### src/rtl/core/kll_pkg.sv
`timescale 1ns / 1ps
// Package for the keyed linked list engine: word types, action and status codes,
// and the command that drives the storage cells. No dependencies.
package kll_pkg;

	localparam int unsigned KEY_W = 32;
	localparam int unsigned POS_W = 7;

	localparam logic [1:0] ACT_INSERT = 2'd0;
	localparam logic [1:0] ACT_DELETE = 2'd1;
	localparam logic [1:0] ACT_FIND   = 2'd2;
	localparam logic [1:0] ACT_PRINT  = 2'd3;

	localparam logic [3:0] ST_DONE     = 4'd0;
	localparam logic [3:0] ST_EXISTS   = 4'd1;
	localparam logic [3:0] ST_NOPOS    = 4'd2;
	localparam logic [3:0] ST_NOTFOUND = 4'd3;
	localparam logic [3:0] ST_FULL     = 4'd4;
	localparam logic [3:0] ST_PREVKEY  = 4'd5;
	localparam logic [3:0] ST_PREVHEAD = 4'd6;
	localparam logic [3:0] ST_EMPTY    = 4'd7;
	localparam logic [3:0] ST_ITEM     = 4'd8;

	localparam logic signed [KEY_W-1:0] HEAD_KEY = '1;

	typedef struct packed {
		logic [1:0]              action;
		logic signed [KEY_W-1:0] key;
		logic signed [KEY_W-1:0] after_key;
	} req_t;

	typedef struct packed {
		logic [3:0]              status;
		logic signed [KEY_W-1:0] value;
		logic                    last;
	} rsp_t;

	typedef struct packed {
		logic                    vld;
		logic signed [KEY_W-1:0] key;
	} cell_t;

	typedef enum logic [1:0] {
		CELL_HOLD = 2'd0,
		CELL_ROT  = 2'd1,
		CELL_INS  = 2'd2,
		CELL_DEL  = 2'd3
	} cell_op_t;

	typedef struct packed {
		cell_op_t                op;
		logic signed [KEY_W-1:0] key;
		logic [POS_W-1:0]        at;
	} cell_cmd_t;

endpackage

### src/rtl/core/kll_cell.sv
`timescale 1ns / 1ps
// One list position: a valid bit and a key, loaded from either neighbor or from the command.
// Depends on kll_pkg.
module kll_cell #(
	parameter int unsigned IDX = 0
) (
	input  logic              clk,
	input  logic              arst_n,
	input  kll_pkg::cell_cmd_t cmd,
	input  kll_pkg::cell_t    lo,
	input  kll_pkg::cell_t    hi,
	output kll_pkg::cell_t    q
);

	localparam int unsigned PW = kll_pkg::POS_W;
	localparam logic [PW-1:0] MY_POS = PW'(IDX);

	logic                            vld_q;
	logic signed [kll_pkg::KEY_W-1:0] key_q;
	kll_pkg::cell_t                  nxt;
	logic                            load;

	always_comb begin
		nxt  = q;
		load = 1'b0;
		case (cmd.op)
			kll_pkg::CELL_ROT: begin
				nxt  = hi;
				load = 1'b1;
			end
			kll_pkg::CELL_INS: begin
				if (MY_POS == cmd.at) begin
					nxt.vld = 1'b1;
					nxt.key = cmd.key;
					load    = 1'b1;
				end else if (MY_POS > cmd.at) begin
					nxt  = lo;
					load = 1'b1;
				end
			end
			kll_pkg::CELL_DEL: begin
				if (MY_POS >= cmd.at) begin
					nxt  = hi;
					load = 1'b1;
				end
			end
			default: begin
				load = 1'b0;
			end
		endcase
	end

	always_ff @(posedge clk or negedge arst_n) begin
		if (!arst_n) begin
			vld_q <= 1'b0;
		end else if (load) begin
			vld_q <= nxt.vld;
		end
	end

	always_ff @(posedge clk) begin
		if (load) begin
			key_q <= nxt.key;
		end
	end

	assign q.vld = vld_q;
	assign q.key = key_q;

endmodule

### config.mk
export PLATFORM = sky130hd
export DESIGN_NAME = kll_cell
export DESIGN_NICKNAME = d
export VERILOG_FILES = /design/src/rtl/core/kll_pkg.sv /design/src/rtl/core/kll_cell.sv
export SDC_FILE = /design/constraint.sdc
export NUM_CORES = 1
export LEC_CHECK = 0
export BUFFER_PORTS_ARGS = -buffer_cell sky130_fd_sc_hd__buf_2
export CORE_ASPECT_RATIO = 0.9
export CORE_MARGIN = 2
export CORE_UTILIZATION = 39
export CTS_BUF_LIST = sky130_fd_sc_hd__clkbuf_4
export CTS_CLUSTER_SIZE = 40
export DETAILED_ROUTE_END_ITERATION = 16
export MAX_ROUTING_LAYER = met4
export PLACE_DENSITY = 0.77
export SETUP_SLACK_MARGIN = 0.02
export SLEW_MARGIN = 20
export SYNTH_ARGS = -nofsm -noshare
export SYNTH_HDL_FRONTEND = slang
export SYNTH_SLANG_ARGS = --single-unit
### constraint.sdc
create_clock -name clk -period 0.8 [get_ports clk]
set_input_delay 0.16 -clock clk [delete_from_list [all_inputs] [get_ports clk]]
set_output_delay 0.16 -clock clk [all_outputs]
set_load 0.02 [all_outputs]
==> results of run 1 <==
-- state kept, by name, indices dropped and copies added, names as in the netlist --
| name | cells |
|---|---|
| key_q | 32 |
| vld_q | 1 |
-- worst max-delay path, delay by kind of cell --
family | cells | cell delay, ns
buffers and inverters | 3 | 0.41
AOI/OAI and AO/OA | 1 | 0.25
and+or+nand+nor | 1 | 0.57
-- final timing paths --
path / endpoint / slack (ns)
max: key_q[31]$_DFFE_PP_ / -0.54
min reg2reg: vld_q$_DFFE_PN0P_ / 0.66
max reg2reg: vld_q$_DFFE_PN0P_ / 0.03
min in group asynchronous: vld_q$_DFFE_PN0P_ / 0.14
max in group asynchronous: vld_q$_DFFE_PN0P_ / 0.58
min: key_q[29]$_DFFE_PP_ / 0.10
-- per-stage QoR --
stage / setup slack (ns) / hold WS (ns) / utilization [%]
finish: -0.5445 / 0.1025 / 62.23
global route: -0.5415 / 0.07971 / 62.23
CTS: -0.5119 / 0.08756 / 58.50
detailed placement: -0.8835 / -0.06300 / 55.83
global placement: -0.8542 / -0.06370 / 55.83
floorplan: -1.361 / -0.1356 / -
-- power by group through the flow --
stage | registers, mW | clock network [mW] | logic (mW)
after floorplan | 2.30 | 0 | 0.404
after global placement | 2.13 | 0 | 1.04
after detailed placement | 2.13 | 0 | 1.07
after CTS | 2.10 | 0.892 | 1.12
after global routing | 2.13 | 0.969 | 1.32
final | 2.12 | 0.862 | 1.23
-- area by class of cell --
type                            count  area [sq um]
Timing Repair Buffer              159          1125
Fill cell                         445          1949
Clock buffer                        5         37.54
Sequential cell                    33         985.9
Multi-Input combinational cell    138         970.9
Clock inverter                      1         5.005
Inverter                            1         3.754
Tap cell                           67         83.83
-- cells in the final DEF (no fill, tap or decap) --
master / count
buf_2: 116
nand2_1: 64
o211ai_1: 34
edfxtp_1: 32
o211ai_2: 30
buf_6: 27
buf_4: 7
clkbuf_4: 5
buf_12: 5
nand2b_1: 2
clkbuf_16: 2
or4_4: 1
or3_1: 1
or2_4: 1
nor2b_4: 1
inv_1: 1
o31ai_4: 1
nor2b_1: 1
o21ai_0: 1
a2bb2oi_2: 1
clkinv_2: 1
buf_16: 1
dlygate4sd3_1: 1
dfrtp_1: 1
-- kinds of logic after synthesis --
kind of cell / synth area share (%)
AND/OR/NAND/NOR: 14.04
AO/OA/AOI/OAI: 31.67
flip-flops: 47.90
buffers and inverters: 6.383
-- timing repair --
action | CTS | global route
pin swaps | 3 | 10
resized for setup | 16 | 36
setup buffers | 1 | 2
hold endpoints to repair | 1 | 0
hold buffers | 1 | 0
endpoints found under the setup margin | 98 | 98
cloned | 1 | 3
-- metal layers --
| layer | global-route usage [%] | part of all wire, % |
|---|---|---|
| met1 | 24.74 | 41 |
| met4 | 4.708 | 0.85 |
| met3 | 4.827 | 7.0 |
| met2 | 34.35 | 51 |
| met5 | - | 0 |
==> impl_results.md, run 1 <==
* Rel. slew slack at 85.43%
* Placer Congestion at 0.7095
* Post-Syn Nets at 304
* Power share of the clock group at 20.5%
* Worst path slowest cell: or4_4
* TritonCTS buffer count at 5
* Fin area at 3212 sq um
* Main synth FF type: edfxtp_1
* Die height at 72.92 microns
* Placed cells at 390
* Highest clock rate at 743.8 MHz
* All-Layer GR Usage at 20.30%
* Initial Util at 39.88%
* Vias at 2108
* DIE WIDTH at 80.58 microns
* Area Overhead vs Synth at 56.05%
* Worst Path Required at 0.86 ns
* Clock Latency Late Sink at 0.33 ns
* Layout cell share with drive strength beyond 1 at 59.05%
* Pleak at 1.415 nW
* Worst Hold Launch: hi[29]
* Buffers on Ports at 140
* Max-cap violations at 0
* Worst stage delay on the critical path at 0.57 ns
* Critical path arrival at 1.40 ns
* Post-DRT Antenna Nets at 0
* CTS tree: done
* Unrepaired setup endpoints after global routing: yes
* Final min period at 1.344 ns
* Synth area leaders: edfxtp_1, o211ai_2, o211ai_1
* Final #Nets at 447
* Routed WL at 6356 microns
* # setup viols final at 98
* Sw power at 1.223 mW
* RR Startpoint: vld_q$_DFFE_PN0P_
* Final worst path period share at 168.1%
* Setup Crit Path Kind: in -> reg
* Failing checks: setup timing
* Hold Violations, Final at 0
* Reg power frac at 50.3%
* Most common cell in the netlist: nand2_1
* Crit. End Element: flop
* Worst vdd ir at 0.5175 mV
* Worst-path cell chain: buf_6 > or4_4 > o31ai_4 > buf_4 > clkbuf_16
* Logic pwr share at 29.2%
* Pre-Repair DR Iteration Count at 4
* Antenna fix cells at 0
* Highest net fanout along the worst path at 8
* HP Class: in -> reg
* Yosys reg bits at 33
* Initial DRC count at 93
* H-Tree Depth at 2
* Post-Synthesis Cell Area at 2058 sq um
* Post-route insts no fill at 404
* Largest area contributor in the netlist: edfxtp_1
* Setup crit start: cmd[3]
* Commonest cells post-synth: nand2_1, o211ai_1, edfxtp_1, o211ai_2, clkbuf_1
* Post-synthesis sequential area ratio at 47.90%
* DR WL/cell at 15.73 microns
* IO Count at 142
* Critical Path Source Type: primary input
* Vias per inst at 5.218
* Synth Instances at 195
* # rows at 25
* Yosys cell types at 18
* Final HPWL DP at 4415 microns
* WHS Path Cells at 3
* Power, Total at 4.208 mW
* Final worst slack at -0.5445 ns
* Path depth of the worst reg2reg path at 2
* Yosys warns at 0
* Vias in the first global route at 1896
* Number of enable flip-flop cells after synthesis at 32
* Internal power at 2.986 mW
* Yosys top cell area share at 46.69%
* Status: finished with violations
* Placed inst area at 2882 sq um
* CTS max path bufs at 2
* Switching Fraction at 29.05%
* Root buf cell: clkbuf_4
* GRT Residual Overflow at 0
* Fraction of registers with async set/reset at 3.030%
* CTS sink count at 33
* Pwr/cell area at 1310 nW/um^2
* Synthesized area per cell at 10.55 sq um
* Largest net degree at the start of global routing at 37
* Slew @ Worst Pin at 0.2176 ns
* Drc violations at 0
* Clk pin slew, worst setup/hold paths at 0.10 ns
* Clk_skew at 0 ns
* Initial antenna violation count at 0
* Die area at 5876 sq um
* Max Slew Vio Count at 0
* Core ar. at 5161 sq um
* Fin Setup TNS at -40.21 ns
* First-pass GRT wire length at 8756 microns
(Power assumes the default switching activity.)
==> run 2, diff against run 1 <==
BUFFER_PORTS_ARGS = -buffer_cell sky130_fd_sc_hd__buf_4   (was -buffer_cell sky130_fd_sc_hd__buf_2)
==> run 2 against run 1 <==
Net effect: the flow still finishes with violations (setup timing); utilization grew 6.7 points; global-route usage is 2.8 points higher; sequential cell count unchanged; register-to-register slack got worse by 0.03 ns; die area did not move; sequential power about the same; via count barely moved; largest cell class unchanged.
==> impl_results.md, run 2 (synthesis results as in run 1) <==
* Status: finished with violations
* Failing checks: setup timing
* Die height at 72.92 microns
* GRT Residual Overflow at 0
* Worst Hold End: key_q[19]$_DFFE_PP_
* Vias at 2110
* Vias in the first global route at 2190
* Largest regs: key_q (32), vld_q (1)
* Final core occ at 68.95%
* IO Count at 142
* Initial Util at 39.88%
* Critical path arrival at 1.38 ns
* Unrepaired setup endpoints after global routing: yes
* Pleak at 1.535 nW
* Largest register FFs at 32
* Largest Register: key_q
* Drc violations at 0
* Rel. slew slack at 83.54%
* Fin Setup TNS at -39.00 ns
* H-Tree Depth at 2
* Slew @ Worst Pin at 0.2469 ns
* DIE WIDTH at 80.58 microns
* Layout cell share with drive strength beyond 1 at 58.88%
* Max Slew Vio Count at 0
* First-pass GRT wire length at 10070 microns
* Final #Nets at 447
* WHS Path Cells at 3
* All-Layer GR Usage at 23.13%
* Final worst slack at -0.5184 ns
* Fin area at 3558 sq um
* CTS tree: done
* Final HPWL DP at 4546 microns
* Pwr/cell area at 1253 nW/um^2
* # setup viols final at 98
* Max-cap violations at 0
* Pre-Repair DR Iteration Count at 4
* Path depth of the worst reg2reg path at 2
* Vias per inst at 5.210
* RR Startpoint: vld_q$_DFFE_PN0P_
* Worst Path Required at 0.86 ns
* Die area at 5876 sq um
* Antenna fix cells at 0
* # rows at 25
* Routed WL at 6513 microns
* Worst stage delay on the critical path at 0.57 ns
* HP Class: in -> reg
* DP Worst Slack at -0.9107 ns
* Commonest non-fill, non-tap cell in the layout: buf_4
* Placer Congestion at 0.7961
* Highest clock rate at 758.5 MHz
* CTS max path bufs at 2
* Root buf cell: clkbuf_4
* TritonCTS buffer count at 5
* Buffers on Ports at 140
* Worst Hold Launch: hi[19]
* Area Overhead vs Synth at 72.89%
* Post-DRT Antenna Nets at 0
* Clk pin slew, worst setup/hold paths at 0.10 ns
* DR WL/cell at 16.08 microns
* Worst vdd ir at 0.6370 mV
* Final worst path period share at 164.8%
* Most frequent cells in the layout: buf_4, nand2_1, buf_6, o211ai_1, edfxtp_1
* Core ar. at 5161 sq um
* Final min period at 1.318 ns
* Clk_skew at 0 ns
* Initial DRC count at 74
* Critical Path Source Type: primary input
* Hold Violations, Final at 0
* Placed inst area at 3199 sq um
* Setup Crit Path Kind: in -> reg
* Worst-path cell chain: buf_6 > or4_4 > o31ai_4 > buf_4 > clkbuf_16
* CTS sink count at 33
* Crit Reg-Reg Endpoint: vld_q$_DFFE_PN0P_
* Worst path slowest cell: or4_4
* Initial antenna violation count at 0
* Clock Latency Late Sink at 0.33 ns
* Largest net degree at the start of global routing at 49
* Crit. End Element: flop
* Flop2flop setup slack at 0 ns
* Highest net fanout along the worst path at 8
[run 2: how the worst max path moves through the flow]
stage / from / endpoint / slack, ns
after floorplan: cmd[3] / key_q[0]$_DFFE_PP_ / -1.36
after global placement: cmd[3] / key_q[12]$_DFFE_PP_ / -0.88
after detailed placement: cmd[3] / key_q[31]$_DFFE_PP_ / -0.91
after CTS: cmd[0] / key_q[31]$_DFFE_PP_ / -0.50
after global routing: cmd[3] / key_q[19]$_DFFE_PP_ / -0.54
final: cmd[3] / key_q[8]$_DFFE_PP_ / -0.52
[run 2: power by group]
group | switching [mW] | internal [mW] | total (mW)
Clock | 0.553 | 0.353 | 0.906
Combinational | 0.607 | 0.820 | 1.43
Sequential | 0.0649 | 2.06 | 2.13
[run 2: area by class of cell]
class,count,area (sq um)
Fill cell,423,1603
Timing Repair Buffer,159,1465
Sequential cell,33,985.9
Multi-Input combinational cell,138,970.9
Tap cell,67,83.83
Clock buffer,6,45.04
Clock inverter,1,3.754
Inverter,1,3.754
[run 2: per-layer routing]
| layer | wire length, microns | GRT usage (%) |
|---|---|---|
| met5 | 0 | - |
| met4 | 116 | 6.968 |
| met3 | 531 | 6.312 |
| met2 | 3375 | 39.44 |
| met1 | 2490 | 26.75 |
[run 2: worst max-delay path, delay by kind of cell]
kind | cells | cell delay [ns]
AO/OA/AOI/OAI | 1 | 0.25
AND/OR/NAND/NOR | 1 | 0.57
buffers and inverters | 3 | 0.40
[run 2: timing repair]
item                       CTS  global route
hold endpoints to repair     1             0
cloned                       2             2
setup buffers                1             3
setup endpoints to repair   98            98
hold buffers                 1             0
resized for setup           37            15
pin swaps                    4            16
[run 2: per-stage QoR]
stage / instances / power [mW] / hold slack [ns]
6_report: 405 / 4.459 / 0.09367
5_1_grt: 405 / 4.664 / 0.09800
4_1_cts: 400 / 4.424 / 0.07703
3_5_place_dp: 389 / 3.413 / -0.06179
3_3_place_gp: 389 / 3.389 / -0.06012
2_1_floorplan: 195 / 2.705 / -0.1356
